## src/sti_pkg.sv

```systemverilog
// ----------------------------------------------------------------------------
// sti_pkg
// Shared types and constants of the streaming Simpson/trapezoid integrator:
// the operation record passed from the front end to the back end, the status
// codes and the radix-256 divide-by-three step.
// ----------------------------------------------------------------------------
package sti_pkg;

  localparam int SAMPLE_W = 32;
  localparam int DX_W     = SAMPLE_W + 1;  // difference of two samples
  localparam int YSUM_W   = SAMPLE_W + 3;  // y0 + 4*y1 + y2
  localparam int MAG_S_W  = SAMPLE_W + 2;  // magnitude of any ysum
  localparam int PROD_W   = 2 * SAMPLE_W + 2;
  localparam int SUM_W    = 2 * SAMPLE_W;
  localparam int DIV_CHUNK  = 8;
  localparam int DIV_STAGES = 9;
  localparam int DIV_W      = DIV_CHUNK * DIV_STAGES;

  localparam logic [1:0] STATUS_OK        = 2'd0;
  localparam logic [1:0] STATUS_FEW_POINTS = 2'd1;
  localparam logic [1:0] STATUS_SATURATED = 2'd2;

  // One term d * s / k, k being 6 for a Simpson panel and 2 for a trapezoid.
  typedef struct packed {
    logic signed [DX_W-1:0]   dx;
    logic signed [YSUM_W-1:0] ysum;
    logic                     six;
  } term_t;

  // Work for the back end caused by one sample.
  typedef struct packed {
    term_t term_a;
    term_t term_b;
    logic  has_a;
    logic  has_b;
    logic  emit;
    logic  single;
  } op_t;

  // Long division by three of one 8-bit chunk, carrying the remainder.
  // Returns {quotient chunk, remainder}.
  function automatic logic [DIV_CHUNK+1:0] div3_chunk(input logic [1:0] rem_in,
                                                      input logic [DIV_CHUNK-1:0] chunk);
    logic [2:0]           cur;
    logic [1:0]           r;
    logic [DIV_CHUNK-1:0] q;
    r = rem_in;
    q = '0;
    for (int i = DIV_CHUNK - 1; i >= 0; i--) begin
      cur = {r, chunk[i]};
      if (cur >= 3'd3) begin
        q[i] = 1'b1;
        r    = 2'(cur - 3'd3);
      end else begin
        q[i] = 1'b0;
        r    = cur[1:0];
      end
    end
    return {q, r};
  endfunction

endpackage

```

## src/sti_back.sv

```systemverilog
// ----------------------------------------------------------------------------
// sti_back
// Back end: issues one term per cycle unless halted, forms the exact product,
// rounds and divides by two or six in a pipeline, adds it into the saturating
// accumulator. Emits the integral and status register when an integral ends.
// ----------------------------------------------------------------------------
module sti_back (
  input  logic               clk,
  input  logic               rst,
  input  sti_pkg::op_t       op_data,
  input  logic               op_empty,
  output logic               op_pop,
  output logic               out_valid,
  input  logic               out_ready,
  output logic signed [63:0] integral,
  output logic [1:0]         status
);
  import sti_pkg::*;

  typedef struct packed {
    logic has_term;
    logic neg;
    logic six;
    logic emit;
    logic single;
  } tok_t;

  logic                advance;
  logic                sub;
  logic                final_piece;
  term_t               pick;

  // Dispatch register.
  logic                s1_valid;
  tok_t                s1_tok;
  logic [SAMPLE_W-1:0] s1_mag_d;
  logic [MAG_S_W-1:0]  s1_mag_s;

  // Partial products.
  logic                s2_valid;
  tok_t                s2_tok;
  logic [SUM_W-1:0]    s2_pp_lo;
  logic [MAG_S_W-1:0]  s2_pp_hi;

  // Divider pipeline, entry 0 holds the rounded and halved product.
  logic                dv_valid [DIV_STAGES+1];
  tok_t                dv_tok   [DIV_STAGES+1];
  logic [DIV_W-1:0]    dv_word  [DIV_STAGES+1];
  logic [1:0]          dv_rem   [DIV_STAGES+1];

  // Signed term.
  logic                sg_valid;
  tok_t                sg_tok;
  logic signed [SUM_W+1:0] sg_term;

  logic signed [SUM_W-1:0] running_sum;
  logic                    overflow_seen;

  logic [PROD_W-1:0]       rounded;
  logic [SUM_W-1:0]        quotient;
  logic signed [SUM_W+1:0] addend;
  logic signed [SUM_W+1:0] wide_sum;
  logic                    fits;
  logic signed [SUM_W-1:0] sum_next;
  logic                    overflow_next;
  logic signed [DX_W-1:0]  mag_d_full;
  logic signed [YSUM_W-1:0] mag_s_full;

  // The whole back end moves together; it only halts when a finished
  // integral meets an output register that is still waiting to be taken.
  assign advance     = !(out_valid && !out_ready && sg_valid && sg_tok.emit);
  assign final_piece = !(op_data.has_b && !sub);
  assign op_pop      = advance && !op_empty && final_piece;
  assign pick        = sub ? op_data.term_b : op_data.term_a;
  assign mag_d_full  = pick.dx[DX_W-1] ? DX_W'(-pick.dx) : pick.dx;
  assign mag_s_full  = pick.ysum[YSUM_W-1] ? YSUM_W'(-pick.ysum) : pick.ysum;

  always_ff @(posedge clk) begin
    if (rst) begin
      sub      <= 1'b0;
      s1_valid <= 1'b0;
    end else if (advance) begin
      s1_valid <= !op_empty;
      if (!op_empty) begin
        sub <= !final_piece;
      end
    end
  end

  always_ff @(posedge clk) begin
    if (advance) begin
      s1_tok.has_term <= op_data.has_a;
      s1_tok.neg      <= pick.dx[DX_W-1] ^ pick.ysum[YSUM_W-1];
      s1_tok.six      <= pick.six;
      s1_tok.emit     <= op_data.emit && final_piece;
      s1_tok.single   <= op_data.single;
      s1_mag_d        <= mag_d_full[SAMPLE_W-1:0];
      s1_mag_s        <= mag_s_full[MAG_S_W-1:0];
    end
  end

  // Magnitude of d fits 32 bits; the magnitude of s carries two more bits.
  always_ff @(posedge clk) begin
    if (rst) begin
      s2_valid <= 1'b0;
    end else if (advance) begin
      s2_valid <= s1_valid;
    end
  end

  always_ff @(posedge clk) begin
    if (advance) begin
      s2_tok   <= s1_tok;
      s2_pp_lo <= SUM_W'(s1_mag_d) * SUM_W'(s1_mag_s[SAMPLE_W-1:0]);
      s2_pp_hi <= MAG_S_W'(s1_mag_d) * MAG_S_W'(s1_mag_s[MAG_S_W-1:SAMPLE_W]);
    end
  end

  // Add half the divisor, then take out the factor two by a shift.
  assign rounded = PROD_W'(s2_pp_lo) + {s2_pp_hi, {SAMPLE_W{1'b0}}}
                 + (s2_tok.six ? PROD_W'(3) : PROD_W'(1));

  always_ff @(posedge clk) begin
    if (rst) begin
      dv_valid[0] <= 1'b0;
    end else if (advance) begin
      dv_valid[0] <= s2_valid;
    end
  end

  always_ff @(posedge clk) begin
    if (advance) begin
      dv_tok[0]  <= s2_tok;
      dv_word[0] <= DIV_W'(rounded[PROD_W-1:1]);
      dv_rem[0]  <= 2'd0;
    end
  end

  // Division by three, one byte per stage from the top down.
  for (genvar k = 0; k < DIV_STAGES; k++) begin : g_div
    localparam int LSB = DIV_W - DIV_CHUNK * (k + 1);
    logic [DIV_CHUNK+1:0] step;
    logic [DIV_W-1:0]     word_next;

    assign step = div3_chunk(dv_rem[k], dv_word[k][LSB +: DIV_CHUNK]);

    always_comb begin
      word_next = dv_word[k];
      word_next[LSB +: DIV_CHUNK] = step[DIV_CHUNK+1:2];
    end

    always_ff @(posedge clk) begin
      if (rst) begin
        dv_valid[k+1] <= 1'b0;
      end else if (advance) begin
        dv_valid[k+1] <= dv_valid[k];
      end
    end

    always_ff @(posedge clk) begin
      if (advance) begin
        dv_tok[k+1] <= dv_tok[k];
        if (dv_tok[k].six) begin
          dv_word[k+1] <= word_next;
          dv_rem[k+1]  <= step[1:0];
        end else begin
          dv_word[k+1] <= dv_word[k];
          dv_rem[k+1]  <= dv_rem[k];
        end
      end
    end
  end

  assign quotient = dv_word[DIV_STAGES][SUM_W-1:0];

  always_ff @(posedge clk) begin
    if (rst) begin
      sg_valid <= 1'b0;
    end else if (advance) begin
      sg_valid <= dv_valid[DIV_STAGES];
    end
  end

  always_ff @(posedge clk) begin
    if (advance) begin
      sg_tok  <= dv_tok[DIV_STAGES];
      sg_term <= dv_tok[DIV_STAGES].neg ? (SUM_W+2)'(-{2'b00, quotient})
                                        : signed'({2'b00, quotient});
    end
  end

  // Saturating accumulate.
  assign addend   = sg_tok.has_term ? sg_term : '0;
  assign wide_sum = {{2{running_sum[SUM_W-1]}}, running_sum} + addend;
  assign fits     = (wide_sum[SUM_W+1:SUM_W-1] == 3'b000)
                 || (wide_sum[SUM_W+1:SUM_W-1] == 3'b111);

  always_comb begin
    overflow_next = overflow_seen;
    if (fits) begin
      sum_next = wide_sum[SUM_W-1:0];
    end else begin
      overflow_next = 1'b1;
      sum_next      = wide_sum[SUM_W+1] ? {1'b1, {(SUM_W-1){1'b0}}}
                                        : {1'b0, {(SUM_W-1){1'b1}}};
    end
  end

  always_ff @(posedge clk) begin
    if (rst) begin
      running_sum   <= '0;
      overflow_seen <= 1'b0;
      out_valid     <= 1'b0;
    end else begin
      if (advance && sg_valid) begin
        if (sg_tok.emit) begin
          running_sum   <= '0;
          overflow_seen <= 1'b0;
        end else begin
          running_sum   <= sum_next;
          overflow_seen <= overflow_next;
        end
      end
      if (advance && sg_valid && sg_tok.emit) begin
        out_valid <= 1'b1;
      end else if (out_ready) begin
        out_valid <= 1'b0;
      end
    end
  end

  always_ff @(posedge clk) begin
    if (advance && sg_valid && sg_tok.emit) begin
      if (sg_tok.single) begin
        integral <= '0;
        status   <= STATUS_FEW_POINTS;
      end else begin
        integral <= sum_next;
        status   <= overflow_next ? STATUS_SATURATED : STATUS_OK;
      end
    end
  end

endmodule

```

## config.mk

```make
export PLATFORM = sky130hd
export DESIGN_NAME = sti_back
export DESIGN_NICKNAME = d
export VERILOG_FILES = /design/src/sti_pkg.sv /design/src/sti_back.sv
export SDC_FILE = /design/constraint.sdc
export NUM_CORES = 2
export LEC_CHECK = 0
export BUFFER_PORTS_ARGS = -buffer_cell sky130_fd_sc_hd__buf_2
export CORE_AREA = 2 2 436 438
export CTS_BUF_LIST = sky130_fd_sc_hd__clkbuf_2
export DETAILED_ROUTE_END_ITERATION = 16
export DIE_AREA = 0 0 438 440
export HOLD_SLACK_MARGIN = 0.12
export PLACE_DENSITY_LB_ADDON = 0.1
export SETUP_SLACK_MARGIN = 0.02
export SLEW_MARGIN = 20
export SYNTH_ARGS = -nofsm -noshare
export SYNTH_HDL_FRONTEND = slang
export SYNTH_SLANG_ARGS = --single-unit
export TNS_END_PERCENT = 5
```

## constraint.sdc

```tcl
create_clock -name clk -period 10.56 [get_ports clk]
set_clock_uncertainty 0.15 [all_clocks]
set_input_delay 0.528 -clock clk [delete_from_list [all_inputs] [get_ports clk]]
set_output_delay 0.528 -clock clk [all_outputs]
set_load 0.05 [all_outputs]
```

; After elaboration in Yosys (flattened, before gate mapping)
; Memories as Yosys holds them, arrays and structs flattened. A register that Yosys moved wholly into a read port is not among the register bits.
; Index checks and enable logic that the tools add are counted.
; W data, S select, Z words.
[totals]
regBits = 378
latch_bits = 0
mem_bits_rw = 800
mem_bits_ro = 0
inputBits = 146
memories = 4
[op_classes]
n_addsub = 78
mul = 2
n_div = 0
magnitude_cmp = 72
eq_ne = 1
shift = 0
mux = 245
bitwise = 31
reduce_logical = 19
[memory_table]
columns = name, words, width, read_ports, rd_clocked_by_memory_dff, wr, line
row1 = dv_word, 10, 72, 10, 0, 10, sti_back.sv:48  ; logic [DIV_W-1:0] dv_word [DIV_STAGES+1];
row2 = dv_tok, 10, 5, 10, 0, 10, sti_back.sv:47  ; tok_t dv_tok [DIV_STAGES+1];
row3 = dv_rem, 10, 2, 9, 0, 10, sti_back.sv:49  ; logic [1:0] dv_rem [DIV_STAGES+1];
row4 = dv_valid, 10, 1, 10, 1, 10, sti_back.sv:46  ; logic dv_valid [DIV_STAGES+1];
[ops]
columns = cell, count
row1 = $mux W72, 9
row2 = $mux W64, 4
row3 = $ge A3 B2 Y1 const B, 72
row4 = $mux W2, 83
row5 = $mux W1, 145
row6 = $sub A2 B2 Y2 const B, 72
row7 = $mux W69, 1
row8 = $add A64 B66 Y66, 1
row9 = $add A66 B2 Y66, 1
row10 = $add A66 B66 Y66, 1
row11 = $mux W66, 1
row12 = $neg A64 Y66, 1
row13 = $mul A32 B32 Y64, 1
row14 = $mul A32 B2 Y34, 1
row15 = $mux W34, 1
row16 = $neg A34 Y34, 1
row17 = $mux W32, 1
row18 = $neg A32 Y32, 1
row19 = $or A1 B1 Y1, 28
row20 = $logic_and A1 B1 Y1, 9
row21 = $logic_not A1 Y1, 6
row22 = $eq A3 B3 Y1 const B, 1
row23 = $logic_not A3 Y1, 1
row24 = $not A1 Y1, 2
row25 = other kinds (4), 4

; Logic depth before layout (Yosys ltp)
; An unclocked memory read counts as a cell.
[depth]
ltp_word = 18
ltp_mapped = 36

; Worst setup path before layout
; No wires, ideal clock.
[synth_path]
path_kind = register to register
start = register out_valid
end = memory dv_tok[0][0] (netlist bit), enable pin
setup_ns = 0.704
arrival_time_ns = 8.343
t_required_ns = 9.706
slack_ns = 1.363
path_stages_with_launch = 7
n_path_buf = 3
cell_sequence = dfxtp_1 > nor2b_1 > and3_1 > clkbuf_1 > clkbuf_1 > buf_1 > inv_1
[synth_rtl]
columns = element, line
row1 = "start, declared", sti_back.sv:13  ; output logic out_valid,
row2 = "start signal, assigned", sti_back.sv:213  ; out_valid <= 1'b0;
row3 = "start signal, assigned", sti_back.sv:225  ; out_valid <= 1'b1;
row4 = "start signal, assigned", sti_back.sv:227  ; out_valid <= 1'b0;
row5 = "end, declared", sti_back.sv:47

; Worst setup path after layout
[layout_path]
start = register s1_mag_d[20]
end = register s2_pp_lo[60], data pin
[layout_between]
elab_chain_cells = 1
[layout_lines]
columns = element, line
row1 = "start, declared", sti_back.sv:36  ; logic [SAMPLE_W-1:0] s1_mag_d;
row2 = "start signal, assigned", sti_back.sv:97  ; s1_mag_d <= mag_d_full[SAMPLE_W-1:0];
row3 = $mul A32 B32 Y64, sti_back.sv:114  ; s2_pp_lo <= SUM_W'(s1_mag_d) * SUM_W'(s1_mag_s[SAMPLE_W-1:0]);
row4 = "end signal, assigned", sti_back.sv:114
row5 = "end, declared", sti_back.sv:42  ; logic [SUM_W-1:0] s2_pp_lo;
; Every way passes these cells.
; A chain may end at the register's enable or synchronous reset.

==> impl_metrics.py <==
metrics = {
    "status": {
        "outcome": "complete, no violations",
    },
    "yosys": {
        "syn_nets": 9224,
        "synth.area.top_cells": "edfxtp_1 (36%), fa_1 (21%), ha_1 (6.8%)",
        "synthCells": 7722,
        "synth_ff_type": "edfxtp_1",
        "yosys_warnings": 0,
        "synth_common_cells": "inv_1 (1,097), edfxtp_1 (1,024), nand2_1 (995)",
        "synth-edff-count": 1024,
        "yosysSeqAreaShare_pct": 38.14,
        "synth_seq_cells": 1094,
        "synth_most_common_cell": "inv_1",
        "async_flop_share_pct": 0,
        "synth_top_area_share_pct": 36.48,
        "synth.cell_area_um2": 84300,
        "ys_types": 103,
        "syn_avg_cell_area_um2": 10.92,
        "synth_area_leader_cell": "edfxtp_1",
    },
    "global_routing": {
        "met3_usage_pct": 3.633,
        "globalRoute.busiestLayer": "met2",
        "grt_pass1_wl_mm": 330.2,
        "groute.layer.met1.usage_pct": 27.16,
        "grt_overflow": 0,
        "grt_max_degree": 116,
        "antenna_found_initial": 4,
        "use_met2_pct": 37.20,
        "grt_pass1_vias": 61467,
        "grtUsageTotal_pct": 21.61,
    },
    "sta": {
        "fin_crit_sh_pct": 89.73,
        "fmax_mhz": 105.5,
        "hold_viol": 0,
        "tightestPinTransition_ns": 1.084,
        "finalCriticalPeriod_ns": 9.476,
        "finalSetupViolations": 0,
        "relSlewSlack_pct": 27.73,
        "fin_tns_setup_ns": 0,
        "rsz0062_at_grt": "no",
        "timing.hold.ws_ns": 0.1236,
        "slew_viol_final": 0,
    },
    "floorplanning": {
        "die_h_um": 440,
        "row_count": 160,
        "num_io_pins": 214,
        "core-area_um2": 188600,
        "die_area_um2": 192700,
        "initial_core_util_pct": 44.70,
        "die_width_um": 438,
    },
    "clock_tree": {
        "cts_hold_buffers": 396,
        "cts_resized": 0,
        "clkLatencyLatePin_ns": 1.62,
        "clockRootBuffer": "clkbuf_2",
        "cts_setup_buffers": 0,
        "clk_path_buf_depth": 4,
        "clk_pin_slew_ns": 0.10,
        "htreeDepth": 5,
        "cts.sinks": 1094,
        "cts_tree": "built",
        "cts_made_buffers": 311,
    },
    "drt": {
        "drt_pre_antenna_iters": 6,
        "totalWireLength_mm": 205.6,
        "initialDrtViolationCount": 3301,
        "wl_per_cell_um": 18.42,
        "antenna_left": 0,
        "vias": 58261,
        "viasPerCell": 5.220,
        "route.detailed.drc": 0,
    },
    "worst_setup_path": {
        "end_kind": "flop",
        "cp.arrival_ns": 10.60,
        "cp_max_fo": 15,
        "critPathKind": "reg2reg",
        "critical-path-top-delay-family": "adder cells",
        "required_ns": 11.69,
        "max_stage_delay_ns": 1.01,
        "critPathLaunchType": "flop",
        "cp_slowest_cell": "edfxtp_1",
        "crit_path_frequent_cell": "fa_1",
        "cp.buffers_inverters": 6,
    },
    "placed_design": {
        "numPortBuffers": 213,
        "hpwl_mm": 154.2,
        "place.gp.congestion": 0.8800,
    },
    "finish": {
        "drive_gt1_share_pct": 11.12,
        "fillers": 17072,
        "fin_nets": 9951,
        "synthToLayoutAreaGrowth_pct": 12.62,
    },
    "run": {
        "cap_violations": 0,
    },
    "worst_hold_path": {
        "min_path_type": "reg2reg",
    },
}
-- worst paths after layout --
kind                                      from  cells past startpoint  slack [ns]             end
worst max-delay path              s1_mag_d[20]                     27        1.08    s2_pp_lo[60]
worst min-delay path            dv_word[0][61]                      0        0.12  dv_word[1][61]
worst max register to register    s1_mag_d[20]                     27        1.08    s2_pp_lo[60]
worst min register to register  dv_word[0][61]                      0        0.12  dv_word[1][61]
-- state kept, by name, summed over array words and instances, names as in the netlist, 2 cells and up --
signal and count:
s1_mag_s 34, s1_tok 5, s2_tok 5, sg_term 66, sg_tok 3, dv_rem 15, s2_pp_lo 64, s1_mag_d 32
s2_pp_hi 34, running_sum 64, status 2, dv_word 641, dv_tok 49, dv_valid 10, integral 64
-- cells by family after synthesis --
group | after synthesis | synth area share, %
AOI/OAI and AO/OA | 1195 | 9.747
DFF | 1094 | 38.14
buffers and inverters | 1444 | 6.467
muxes | 84 | 1.051
and+or+nand+nor | 2154 | 12.36
xor gates and xnor gates | 395 | 4.104
adders and majority gates | 1356 | 28.13
-- per-stage QoR --
stage | utilization (%) | std cells | setup slack [ns] | area (um^2)
after floorplan | - | 7722 | 1.363 | 84300
after global placement | 46.86 | 10249 | 1.107 | 88370
after detailed placement | 46.87 | 10250 | 1.208 | 88390
after CTS | 50.33 | 11152 | 1.147 | 94910
after global routing | 50.34 | 11160 | 0.7128 | 94930
final | 50.34 | 11161 | 1.084 | 94940
-- cell type report --
| class | instances | area [um^2] | area share [%] |
|---|---|---|---|
| Clock buffer | 444 | 2222 | 2.341 |
| Clock inverter | 62 | 331.6 | 0.3492 |
| Sequential cell | 1094 | 32150 | 33.87 |
| Timing Repair Buffer | 759 | 6203 | 6.534 |
| Antenna cell | 8 | 20.02 | 0.02109 |
| Multi-Input combinational cell | 5184 | 46730 | 49.22 |
| Tap cell | 2511 | 3142 | 3.309 |
| Inverter | 1099 | 4134 | 4.354 |
-- metal layers --
metal	vias to the layer above	share of wire, %
met5	-	0.0063
met2	1665	49
met1	28675	42
met4	2	3.6
met3	432	5.4
li1	27487	-
-- layout by cell type, fill, tap and decap left out, drive strengths merged, types with 28 or more instances in the layout --
master	Yosys	layout
nand2	995	995
dfxtp	70	70
clkbuf	311	444
a21oi	241	241
xnor2	271	271
a211oi	39	39
nand4	35	35
clkinv	1	54
fa	899	899
mux2i	60	60
nand2b	75	75
xor2	124	124
and3	29	29
dlygate4sd3	0	397
edfxtp	1024	1024
a221o	74	74
nor3	85	85
nor2	241	241
buf	34	362
o32ai	28	28
or3	53	53
o21a	44	44
o31ai	38	38
ha	457	457
inv	1098	1103
and2	409	409
a21o	121	121
nand3	54	54
or2	41	41
o21bai	46	46
o21ai	328	328
nor2b	34	34
Power is not shown: default switching activity piles up to over one toggle a cycle in this logic, so the estimate is an artifact.
