[src/sti_pkg.sv]
// ----------------------------------------------------------------------------
// sti_pkg
// Shared types and constants of the streaming Simpson/trapezoid integrator:
// the operation record passed from the front end to the back end, the status
// codes and the radix-256 divide-by-three step.
// ----------------------------------------------------------------------------
package sti_pkg;

  localparam int SAMPLE_W = 32;
  localparam int DX_W     = SAMPLE_W + 1;  // difference of two samples
  localparam int YSUM_W   = SAMPLE_W + 3;  // y0 + 4*y1 + y2
  localparam int MAG_S_W  = SAMPLE_W + 2;  // magnitude of any ysum
  localparam int PROD_W   = 2 * SAMPLE_W + 2;
  localparam int SUM_W    = 2 * SAMPLE_W;
  localparam int DIV_CHUNK  = 8;
  localparam int DIV_STAGES = 9;
  localparam int DIV_W      = DIV_CHUNK * DIV_STAGES;

  localparam logic [1:0] STATUS_OK        = 2'd0;
  localparam logic [1:0] STATUS_FEW_POINTS = 2'd1;
  localparam logic [1:0] STATUS_SATURATED = 2'd2;

  // One term d * s / k, k being 6 for a Simpson panel and 2 for a trapezoid.
  typedef struct packed {
    logic signed [DX_W-1:0]   dx;
    logic signed [YSUM_W-1:0] ysum;
    logic                     six;
  } term_t;

  // Work for the back end caused by one sample.
  typedef struct packed {
    term_t term_a;
    term_t term_b;
    logic  has_a;
    logic  has_b;
    logic  emit;
    logic  single;
  } op_t;

  // Long division by three of one 8-bit chunk, carrying the remainder.
  // Returns {quotient chunk, remainder}.
  function automatic logic [DIV_CHUNK+1:0] div3_chunk(input logic [1:0] rem_in,
                                                      input logic [DIV_CHUNK-1:0] chunk);
    logic [2:0]           cur;
    logic [1:0]           r;
    logic [DIV_CHUNK-1:0] q;
    r = rem_in;
    q = '0;
    for (int i = DIV_CHUNK - 1; i >= 0; i--) begin
      cur = {r, chunk[i]};
      if (cur >= 3'd3) begin
        q[i] = 1'b1;
        r    = 2'(cur - 3'd3);
      end else begin
        q[i] = 1'b0;
        r    = cur[1:0];
      end
    end
    return {q, r};
  endfunction

endpackage

[src/sti_front.sv]
// ----------------------------------------------------------------------------
// sti_front
// Front end: holds the current triple, checks the spacing against the
// tolerance register and turns each sample into an operation for the back end.
// ----------------------------------------------------------------------------
module sti_front (
  input  logic                  clk,
  input  logic                  rst,
  input  logic                  in_valid,
  output logic                  in_ready,
  input  logic signed [31:0]    sample_x,
  input  logic signed [31:0]    sample_y,
  input  logic                  last_sample,
  input  logic                  cfg_valid,
  output logic                  cfg_ready,
  input  logic [31:0]           spacing_tolerance,
  output logic                  op_push,
  output sti_pkg::op_t          op_data,
  input  logic                  op_full
);
  import sti_pkg::*;

  typedef enum logic [1:0] {
    PH_EMPTY,
    PH_START,
    PH_MID
  } phase_t;

  phase_t                      phase;
  logic [SAMPLE_W-1:0]         tolerance;
  logic signed [SAMPLE_W-1:0]  start_x;
  logic signed [SAMPLE_W-1:0]  start_y;
  logic signed [SAMPLE_W-1:0]  mid_x;
  logic signed [SAMPLE_W-1:0]  mid_y;

  logic                        accept;
  logic                        need_push;
  logic signed [SAMPLE_W+1:0]  skew;
  logic [SAMPLE_W+1:0]         skew_mag;
  logic                        skewed;

  assign in_ready  = !op_full;
  assign cfg_ready = 1'b1;
  assign accept    = in_valid && in_ready;
  assign op_push   = accept && need_push;

  // Difference of the two spacings of the triple being closed.
  assign skew     = 34'(sample_x) - 34'(mid_x) - 34'(mid_x) + 34'(start_x);
  assign skew_mag = skew[SAMPLE_W+1] ? 34'(34'sd0 - skew) : 34'(skew);
  assign skewed   = skew_mag > {2'b00, tolerance};

  always_comb begin
    op_data        = '0;
    op_data.emit   = last_sample;
    need_push      = last_sample;
    unique case (phase)
      PH_START: begin
        op_data.has_a       = 1'b1;
        op_data.term_a.dx   = 33'(sample_x) - 33'(start_x);
        op_data.term_a.ysum = 35'(start_y) + 35'(sample_y);
      end
      PH_MID: begin
        need_push     = 1'b1;
        op_data.has_a = 1'b1;
        if (skewed) begin
          op_data.has_b       = 1'b1;
          op_data.term_a.dx   = 33'(mid_x) - 33'(start_x);
          op_data.term_a.ysum = 35'(start_y) + 35'(mid_y);
          op_data.term_b.dx   = 33'(sample_x) - 33'(mid_x);
          op_data.term_b.ysum = 35'(mid_y) + 35'(sample_y);
        end else begin
          op_data.term_a.six  = 1'b1;
          op_data.term_a.dx   = 33'(sample_x) - 33'(start_x);
          op_data.term_a.ysum = 35'(start_y) + (35'(mid_y) <<< 2) + 35'(sample_y);
        end
      end
      default: begin
        op_data.single = 1'b1;
      end
    endcase
  end

  always_ff @(posedge clk) begin
    if (rst) begin
      phase     <= PH_EMPTY;
      tolerance <= '0;
    end else begin
      if (cfg_valid) begin
        tolerance <= spacing_tolerance;
      end
      if (accept) begin
        unique case (phase)
          PH_START: begin
            mid_x <= sample_x;
            mid_y <= sample_y;
          end
          default: begin
            start_x <= sample_x;
            start_y <= sample_y;
          end
        endcase
        // A last sample always leaves the triple empty for the next integral.
        if (last_sample) begin
          phase <= PH_EMPTY;
        end else if (phase == PH_START) begin
          phase <= PH_MID;
        end else begin
          phase <= PH_START;
        end
      end
    end
  end

endmodule

[config.mk]
export PLATFORM = sky130hd
export DESIGN_NAME = sti_front
export DESIGN_NICKNAME = d
export VERILOG_FILES = /design/src/sti_pkg.sv /design/src/sti_front.sv
export SDC_FILE = /design/constraint.sdc
export NUM_CORES = 1
export LEC_CHECK = 0
export ABC_CLOCK_PERIOD_IN_PS = 9550
export BUFFER_PORTS_ARGS = -buffer_cell sky130_fd_sc_hd__buf_4
export CORE_ASPECT_RATIO = 1.75
export CORE_UTILIZATION = 56
export CTS_CLUSTER_DIAMETER = 120
export DETAILED_ROUTE_END_ITERATION = 8
export PLACE_DENSITY_LB_ADDON = 0.1
export SLEW_MARGIN = 20
export SYNTH_ARGS = -nofsm -noshare
export SYNTH_HDL_FRONTEND = slang
export SYNTH_SLANG_ARGS = --single-unit
[constraint.sdc]
create_clock -name clk -period 9.55 [get_ports clk]
set_clock_uncertainty 0.05 [all_clocks]
set_input_delay 0.4775 -clock clk [delete_from_list [all_inputs] [get_ports clk]]
set_output_delay 0.4775 -clock clk [all_outputs]
set_load 0.02 [all_outputs]
Word-level counts from Yosys, hierarchy flattened
Cells that the tools add are included.
{"block": "classes", "addsub": 12, "magnitude_cmp": 1, "eq_ne": 2, "muxes": 13, "n_bitwise": 2, "reduce_logical": 6}
{"cell": "2-to-1 mux 68 bit", "n": 2}
{"cell": "one-hot mux 68 bit (2 select lines)", "n": 1}
{"cell": "subtractor 32 x 32 -> 33 bit", "n": 4}
{"cell": "adder 32 x 32 -> 33 bit", "n": 3}
{"cell": "2-to-1 mux 69 bit", "n": 1}
{"cell": "adder 32 x 34 -> 35 bit", "n": 1}
{"cell": "adder 35 x 32 -> 35 bit", "n": 1}
{"cell": "adder 34 x 32 -> 34 bit", "n": 1}
{"cell": "> comparator 34 x 32 -> 1 bit", "n": 1}
{"cell": "2-to-1 mux 34 bit", "n": 1}
{"cell": "subtractor 1 x 34 -> 34 bit (first input constant)", "n": 1}
{"cell": "subtractor 33 x 32 -> 34 bit", "n": 1}
{"cell": "2-to-1 mux 1 bit", "n": 6}
{"cell": "AND reduction 3 bit", "n": 2}
{"cell": "2-to-1 mux 2 bit", "n": 2}
{"cell": "equality test 2 x 1 -> 1 bit (second input constant)", "n": 1}
{"cell": "equality test 2 bit (second input constant)", "n": 1}
{"cell": "logical AND 1 bit", "n": 2}
{"cell": "inverter 1 bit", "n": 2}
{"cell": "OR reduction 2 bit", "n": 1}
{"cell": "zero test 1 bit", "n": 1}
{"block": "word_totals", "register_bits": 162, "word_cells": 42}

Longest topological paths before layout
Gate-level depths: netlist (run 1).
{"block": "logic_depth", "depth_word": 8, "ltp_mapped": 33}

Worst setup path before layout (run 1)
Ideal clock, no wire load.
{"block": "synth_path", "kind": "input port to output port", "startpoint": "input port sample_x[20]", "endpoint": "output port op_data[78] (netlist bit)", "arrival_ns": 6.860, "required_ns": 9.023, "slack_ns": 2.163, "path_stages": 30, "path_buffers": 3, "cell_sequence": "inv_1 -> fa_1 -> inv_1 -> ha_1 -> buf_2 -> a211o_1 -> a311o_1 -> a221oi_2 -> o21ai_0 -> a31o_2 -> a21o_1 -> mux2i_1 -> a211oi_1 -> clkbuf_1 -> nand2_1 -> xnor2_1 -> ha_1 -> a21o_1 -> a21oi_1 -> nor2b_1 -> o311ai_0 -> a21boi_0 -> o31ai_1 -> nand3_1 -> a221oi_1 -> a41o_1 -> and3_1 -> buf_6 -> nand2_4 -> o311ai_0"}
{"item": "start, declared", "line_no": "sti_front.sv:11", "text": "input logic signed [31:0] sample_x,"}
{"item": "end, declared", "line_no": "sti_front.sv:18", "text": "output sti_pkg::op_t op_data,"}

==> flow_summary.yaml, run 1 <==
run_status:
  status: "completed"
cells_and_area:
  final_common_cell: "ha_1"
  nFillCells: 3490
  drive_above_1_share_pct: 12.4
  syn_to_final_growth_pct: 13.2
  final_cell_mix: "ha_1 (294), buf_4 (269), inv_1 (257), nor2_1 (211), a21oi_1 (196)"
  finish.utilization_pct: 64.3
  instances_no_fill: 3354
  fin_nets: 3320
place:
  port_buffers: 244
  hpwlAfterDp_mm: 63.6
  place.gp.congestion: 1.07
  dpl.cell_count: 3323
synthesis:
  avgSynthCellArea_um2: 8.48
  synth-edff-count: 128
  syn_area_um2: 22300
  synth_cells: 2629
  synth_seq_cells: 162
  synth_seq_area_share_pct: 20.3
  yosysWarningCount: 0
  syn_nets: 3097
  ys_types: 95
  synthArstFlopShare_pct: 0
  yosys_most_used_dff: "edfxtp_1"
die:
  fp.dieH_um: 266
  initial_utilization_pct: 56.8
  die_x_um: 153
  die_area_um2: 40700
  row_count: 96
  ios: 247
  core_region_area_um2: 39300
setup_path:
  critical_path_class: "flip-flop to primary output"
  crit_path_frequent_cell: "buf_4"
  cp-end-kind: "primary output"
  worstPathRequired_ns: 9.02
  arrival_ns: 8.64
  startpoint_type: "flip-flop"
  cp_max_fo: 21
  reg2regPathDepth: 4
  max_stage_delay_ns: 0.70
  reg2reg_slack_ns: 7.40
  r2r-start: "phase[1]$_SDFFE_PP0P_"
  r2r-end: "start_y[25]$_DFFE_PP_"
  crit_slowest_cell: "o311ai_1"
cts:
  numCtsBuffers: 17
  htree_num_levels: 4
  holdBufCountCts: 0
  cts_buffer_depth: 2
  clk_pin_slew_ns: 0.07
  clock_latency_ns: 0.46
  root_buffer: "clkbuf_16"
  cts_tree: "done"
  cts_sinks: 162
power_and_ir_drop:
  cellPowerDensity_nw_per_um2: 115
  power.leakage_nw: 11.4
  ir_drop_uv: 123
sta:
  hold_ws_ns: 0.187
  fin_crit_sh_pct: 96.0
  setup-tns-final_ns: 0
  worstMarginPinSlew_ns: 1.17
  slew-limit-headroom_pct: 21.8
  setup_viol: 0
  fmax_mhz: 109
  period_needed_ns: 9.17
  slew_viol_final: 0
  rsz0062_at_grt: "no"
  hold_viol: 0
detailed_routing:
  wire_per_inst_um: 23.3
  vias_per_cell: 6.39
  drcViolationCount: 0
  vias: 21432
  firstDrtPassIters: 6
  wirelength_mm: 78.2
  ant_nets: 0
  drtIter0Drc: 1327
job:
  drv_cap: 0
hold_path:
  hold_path.class: "input port to flip-flop"
  min_path_cells: 1
  min_to: "mid_x[0]$_DFFE_PP_"
  hold_path_startpoint: "sample_x[0]"
global_routing:
  grt_max_degree: 65
  grt.total_usage_pct: 38.2
  grt_pass1_vias: 21962
  antenna_found_initial: 1
  gr-total-overflow: 0
  grt_pass1_wl_mm: 118
==> layout make-up <==
type / count / area [µm²] / share of cell area (%)
diodes: 1 / 2.50 / 0.00991
clock buffers: 18 / 429 / 1.70
clock inverters: 12 / 159 / 0.630
inverters: 257 / 965 / 3.82
multi-input cells: 2144 / 16500 / 65.4
flip-flops and latches: 162 / 4520 / 17.9
well taps: 490 / 613 / 2.43
repair buffers: 270 / 2040 / 8.08
==> registers in the layout, indices dropped and copies added, names as in the netlist <==
register,flops
mid_x,32
tolerance,32
start_y,32
phase,2
mid_y,32
start_x,32
==> cells in the mapped netlist, types with 35 or more instances <==
cell / instances / area (µm²)
inv_1: 257 / 965
nand2_1: 148 / 556
ha_1: 294 / 3680
a31oi_1: 35 / 219
o21ai_0: 131 / 656
nand2b_1: 43 / 269
nor2b_1: 36 / 225
and3_1: 36 / 225
a21o_1: 105 / 788
edfxtp_1: 128 / 3840
a21oi_1: 196 / 981
a211oi_1: 40 / 300
nand3_1: 49 / 245
o211ai_1: 40 / 300
fa_1: 72 / 1440
xor2_1: 88 / 771
nor3_1: 54 / 270
xnor2_1: 145 / 1270
nor2_1: 212 / 796
==> where the power goes <==
part	leakage (nW)	internal, W	switching [W]
logic	9.66	0.000514	0.000851
registers	1.44	0.000780	0.0000129
clock network	0.279	0.000411	0.000327
total	11.4	0.00170	0.00119
==> worst max path at each step <==
stage,cells past startpoint,startpoint,endpoint
after floorplan,30,sample_x[20],op_data[78]
after global placement,31,sample_x[8],op_data[119]
after global routing,29,mid_x[1]$_DFFE_PP_,op_data[39]
after detailed placement,31,sample_x[8],op_data[119]
final,29,mid_x[7]$_DFFE_PP_,op_data[119]
after CTS,29,mid_x[7]$_DFFE_PP_,op_data[119]
==> routing by layer <==
layer | GRT usage, % | wire (µm) | vias to the layer above
li1 | - | - | 10067
met1 | 34.2 | 25600 | 10229
met2 | 72.5 | 41000 | 802
met3 | 6.02 | 3750 | 334
met4 | 36.0 | 7840 | 0
met5 | 0 | 0 | -
==> metrics by stage <==
step	setup slack (ns)	power (W)	instance area [µm²]
finish	0.378	0.00290	25200
global route	0.0993	0.00304	25200
CTS	0.345	0.00288	25200
detailed placement	0.621	0.00214	24600
global placement	0.679	0.00212	24600
floorplan	2.16	0.00177	22300
==> worst max-delay path: cells and delay by family, from the launching register on <==
kind	cells	cell delay, ns
AO/OA/AOI/OAI	15	4.56
XOR/XNOR	1	0.15
adder cells (fa/ha/maj)	3	1.21
buffers and inverters	4	0.81
flip-flops	1	0.44
multiplexers	1	0.27
AND/OR/NAND/NOR	5	0.73
==> what timing repair did <==
item                       4_1_cts  5_1_grt
resized for setup                0        1
setup endpoints to repair        0       57
setup buffers                    0        0
==> logic make-up (layout without fill, tap and decap cells) <==
kind of cell	Yosys count	after routing	synth area share, %
AOI/OAI and AO/OA	808	808	24.7
xor gates and xnor gates	233	233	9.15
adders and majority gates	366	366	23.0
buffers and inverters	323	557	5.87
DFF	162	162	20.3
muxes	35	35	1.59
other	2	3	0.0337
and+or+nand+nor	700	700	15.4
No activity file was read; power rests on OpenSTA's default activity.
==> run 2: changes to the inputs <==
--- a/config.mk
+++ b/config.mk
@@ -6,11 +6,11 @@
 export NUM_CORES = 1
 export LEC_CHECK = 0
 export ABC_CLOCK_PERIOD_IN_PS = 9550
-export BUFFER_PORTS_ARGS = -buffer_cell sky130_fd_sc_hd__buf_4
 export CORE_ASPECT_RATIO = 1.75
 export CORE_UTILIZATION = 56
 export CTS_CLUSTER_DIAMETER = 120
 export DETAILED_ROUTE_END_ITERATION = 8
+export DONT_BUFFER_PORTS = 1
 export PLACE_DENSITY_LB_ADDON = 0.1
 export SLEW_MARGIN = 20
 export SYNTH_ARGS = -nofsm -noshare
==> flow_summary.yaml, run 2 (synthesis gave the netlist of run 1 again) <==
run_status:
  status: "completed"
sta:
  fmax_mhz: 110
  rsz0062_at_grt: "no"
  fin_crit_sh_pct: 95.4
  setup-tns-final_ns: 0
  setup_viol: 0
  hold_viol: 0
  worstMarginPinSlew_ns: 1.08
  slew_viol_final: 0
  period_needed_ns: 9.11
  slew-limit-headroom_pct: 27.4
cells_and_area:
  finish.utilization_pct: 59.7
  antennaDiodeCount: 0
  final_common_cell: "ha_1"
  instances_no_fill: 3123
  drive_above_1_share_pct: 4.75
  fin_nets: 3088
  syn_to_final_growth_pct: 5.25
  final_cell_mix: "ha_1 (294), inv_1 (257), nor2_1 (211), a21oi_1 (196), nand2_1 (148)"
setup_path:
  arrival_ns: 8.58
  startpoint_type: "flip-flop"
  cp_max_fo: 18
  cp-end-kind: "primary output"
  critical_path_class: "flip-flop to primary output"
  worstPathRequired_ns: 9.02
detailed_routing:
  wl_met2_mm: 39.2
  vias_per_cell: 6.56
  wl_met1_mm: 25.0
  wire_per_inst_um: 24.1
  ant_nets: 0
  vias: 20480
  met3WireLength_mm: 4.24
  routed.top_layer: "met5"
  drtIter0Drc: 1226
  firstDrtPassIters: 5
  wirelength_mm: 75.3
  drcViolationCount: 0
die:
  fp.dieH_um: 266
  core_region_area_um2: 39300
  die_area_um2: 40700
  row_count: 96
  die_x_um: 153
  initial_utilization_pct: 56.8
  ios: 247
global_routing:
  gr-total-overflow: 0
  grt_pass1_vias: 20649
  antenna_found_initial: 2
  grt_max_degree: 62
  grt_pass1_wl_mm: 114
  grt.total_usage_pct: 37.0
cts:
  clock_latency_ns: 0.47
  htree_num_levels: 4
  cts_buffer_depth: 2
  clk_pin_slew_ns: 0.08
  post_cts_resized: 0
  root_buffer: "clkbuf_16"
  holdBufCountCts: 0
  numCtsBuffers: 17
  postCtsSetupBuffers: 0
  cts_sinks: 162
  cts_tree: "done"
power_and_ir_drop:
  cellPowerDensity_nw_per_um2: 118
  ir_drop_uv: 112
  power.leakage_nw: 10.2
job:
  drv_cap: 0
place:
  hpwlAfterDp_mm: 60.9
  port_buffers: 0
  dpl.cell_count: 3091
  place.gp.congestion: 1.00
hold_path:
  hold_path.class: "input port to flip-flop"
==> run 2: changes by cell type in the layout (fill, tap and decap cells not counted), moves of 2 or more <==
cell,change
buf_4,-232
inv_4,+4
inv_6,+4
bufinv_16,-3
clkinv_1,-2
clkinv_4,-2
clkinvlp_4,-2
==> run 2: layout make-up <==
cell class | instances | area [µm²]
inverter | 257 | 965
sequential | 162 | 4520
multi-input combinational | 2144 | 16500
fill | 3578 | 15800
clock buffer | 20 | 458
timing repair buffer | 38 | 298
clock inverter | 12 | 93.8
tap | 490 | 613
==> run 2: through the flow <==
step | worst slack (ns) | hold slack [ns] | cell area [µm²] | power (W)
3_5_place_dp | 0.980 | 0.438 | 22900 | 0.00206
2_1_floorplan | 2.16 | 0.410 | 22300 | 0.00177
5_1_grt | 0.0147 | 0.0138 | 23500 | 0.00292
6_report | 0.442 | 0.0197 | 23500 | 0.00278
4_1_cts | 0.523 | 0.00991 | 23500 | 0.00276
3_3_place_gp | 1.15 | 0.426 | 22900 | 0.00204
==> run 2: final timing paths <==
check	start	to	slack, ns	depth (start not counted)
worst max-delay path	start_x[0]$_DFFE_PP_	op_data[141]	0.44	25
worst min-delay path	rst	tolerance[13]$_SDFFE_PP0P_	0.02	1
worst max register to register	phase[1]$_SDFFE_PP0P_	mid_x[17]$_DFFE_PP_	7.09	4
worst min register to register	tolerance[28]$_SDFFE_PP0P_	tolerance[28]$_SDFFE_PP0P_	0.46	2
==> run 2: per-layer routing <==
layer  GRT usage, %  vias up
li1               -     9620
met1           34.6     9737
met2           69.1      816
met3           7.06      303
met4           31.1        4
met5              0        -
==> run 2: critical path, stage by stage, from the launching register on <==
cell and delay (ns):
edfxtp_1 0.45, fa_1 0.46, ha_1 0.24, fa_1 0.49, a211oi_1 0.38, o21ai_1 0.25, and3_1 0.24, o21a_1 0.19
or4_1 0.47, a31oi_1 0.32, nand3_1 0.31, nor4_4 0.35, a21oi_1 0.14, xnor2_1 0.40, ha_1 0.34, a21o_1 0.18
a21oi_1 0.15, nor2b_1 0.06, o21ai_0 0.14, nand2b_1 0.15, a221oi_1 0.26, a41o_1 0.20, nand3_2 0.40, o21ai_4 0.74
buf_4 0.40, o211ai_1 0.38
==> run 2: report_power, final <==
group	internal, W	switching, W	total (W)
combinational	0.000476	0.000801	0.00128
sequential	0.000780	0.0000134	0.000793
clock	0.000355	0.000354	0.000709
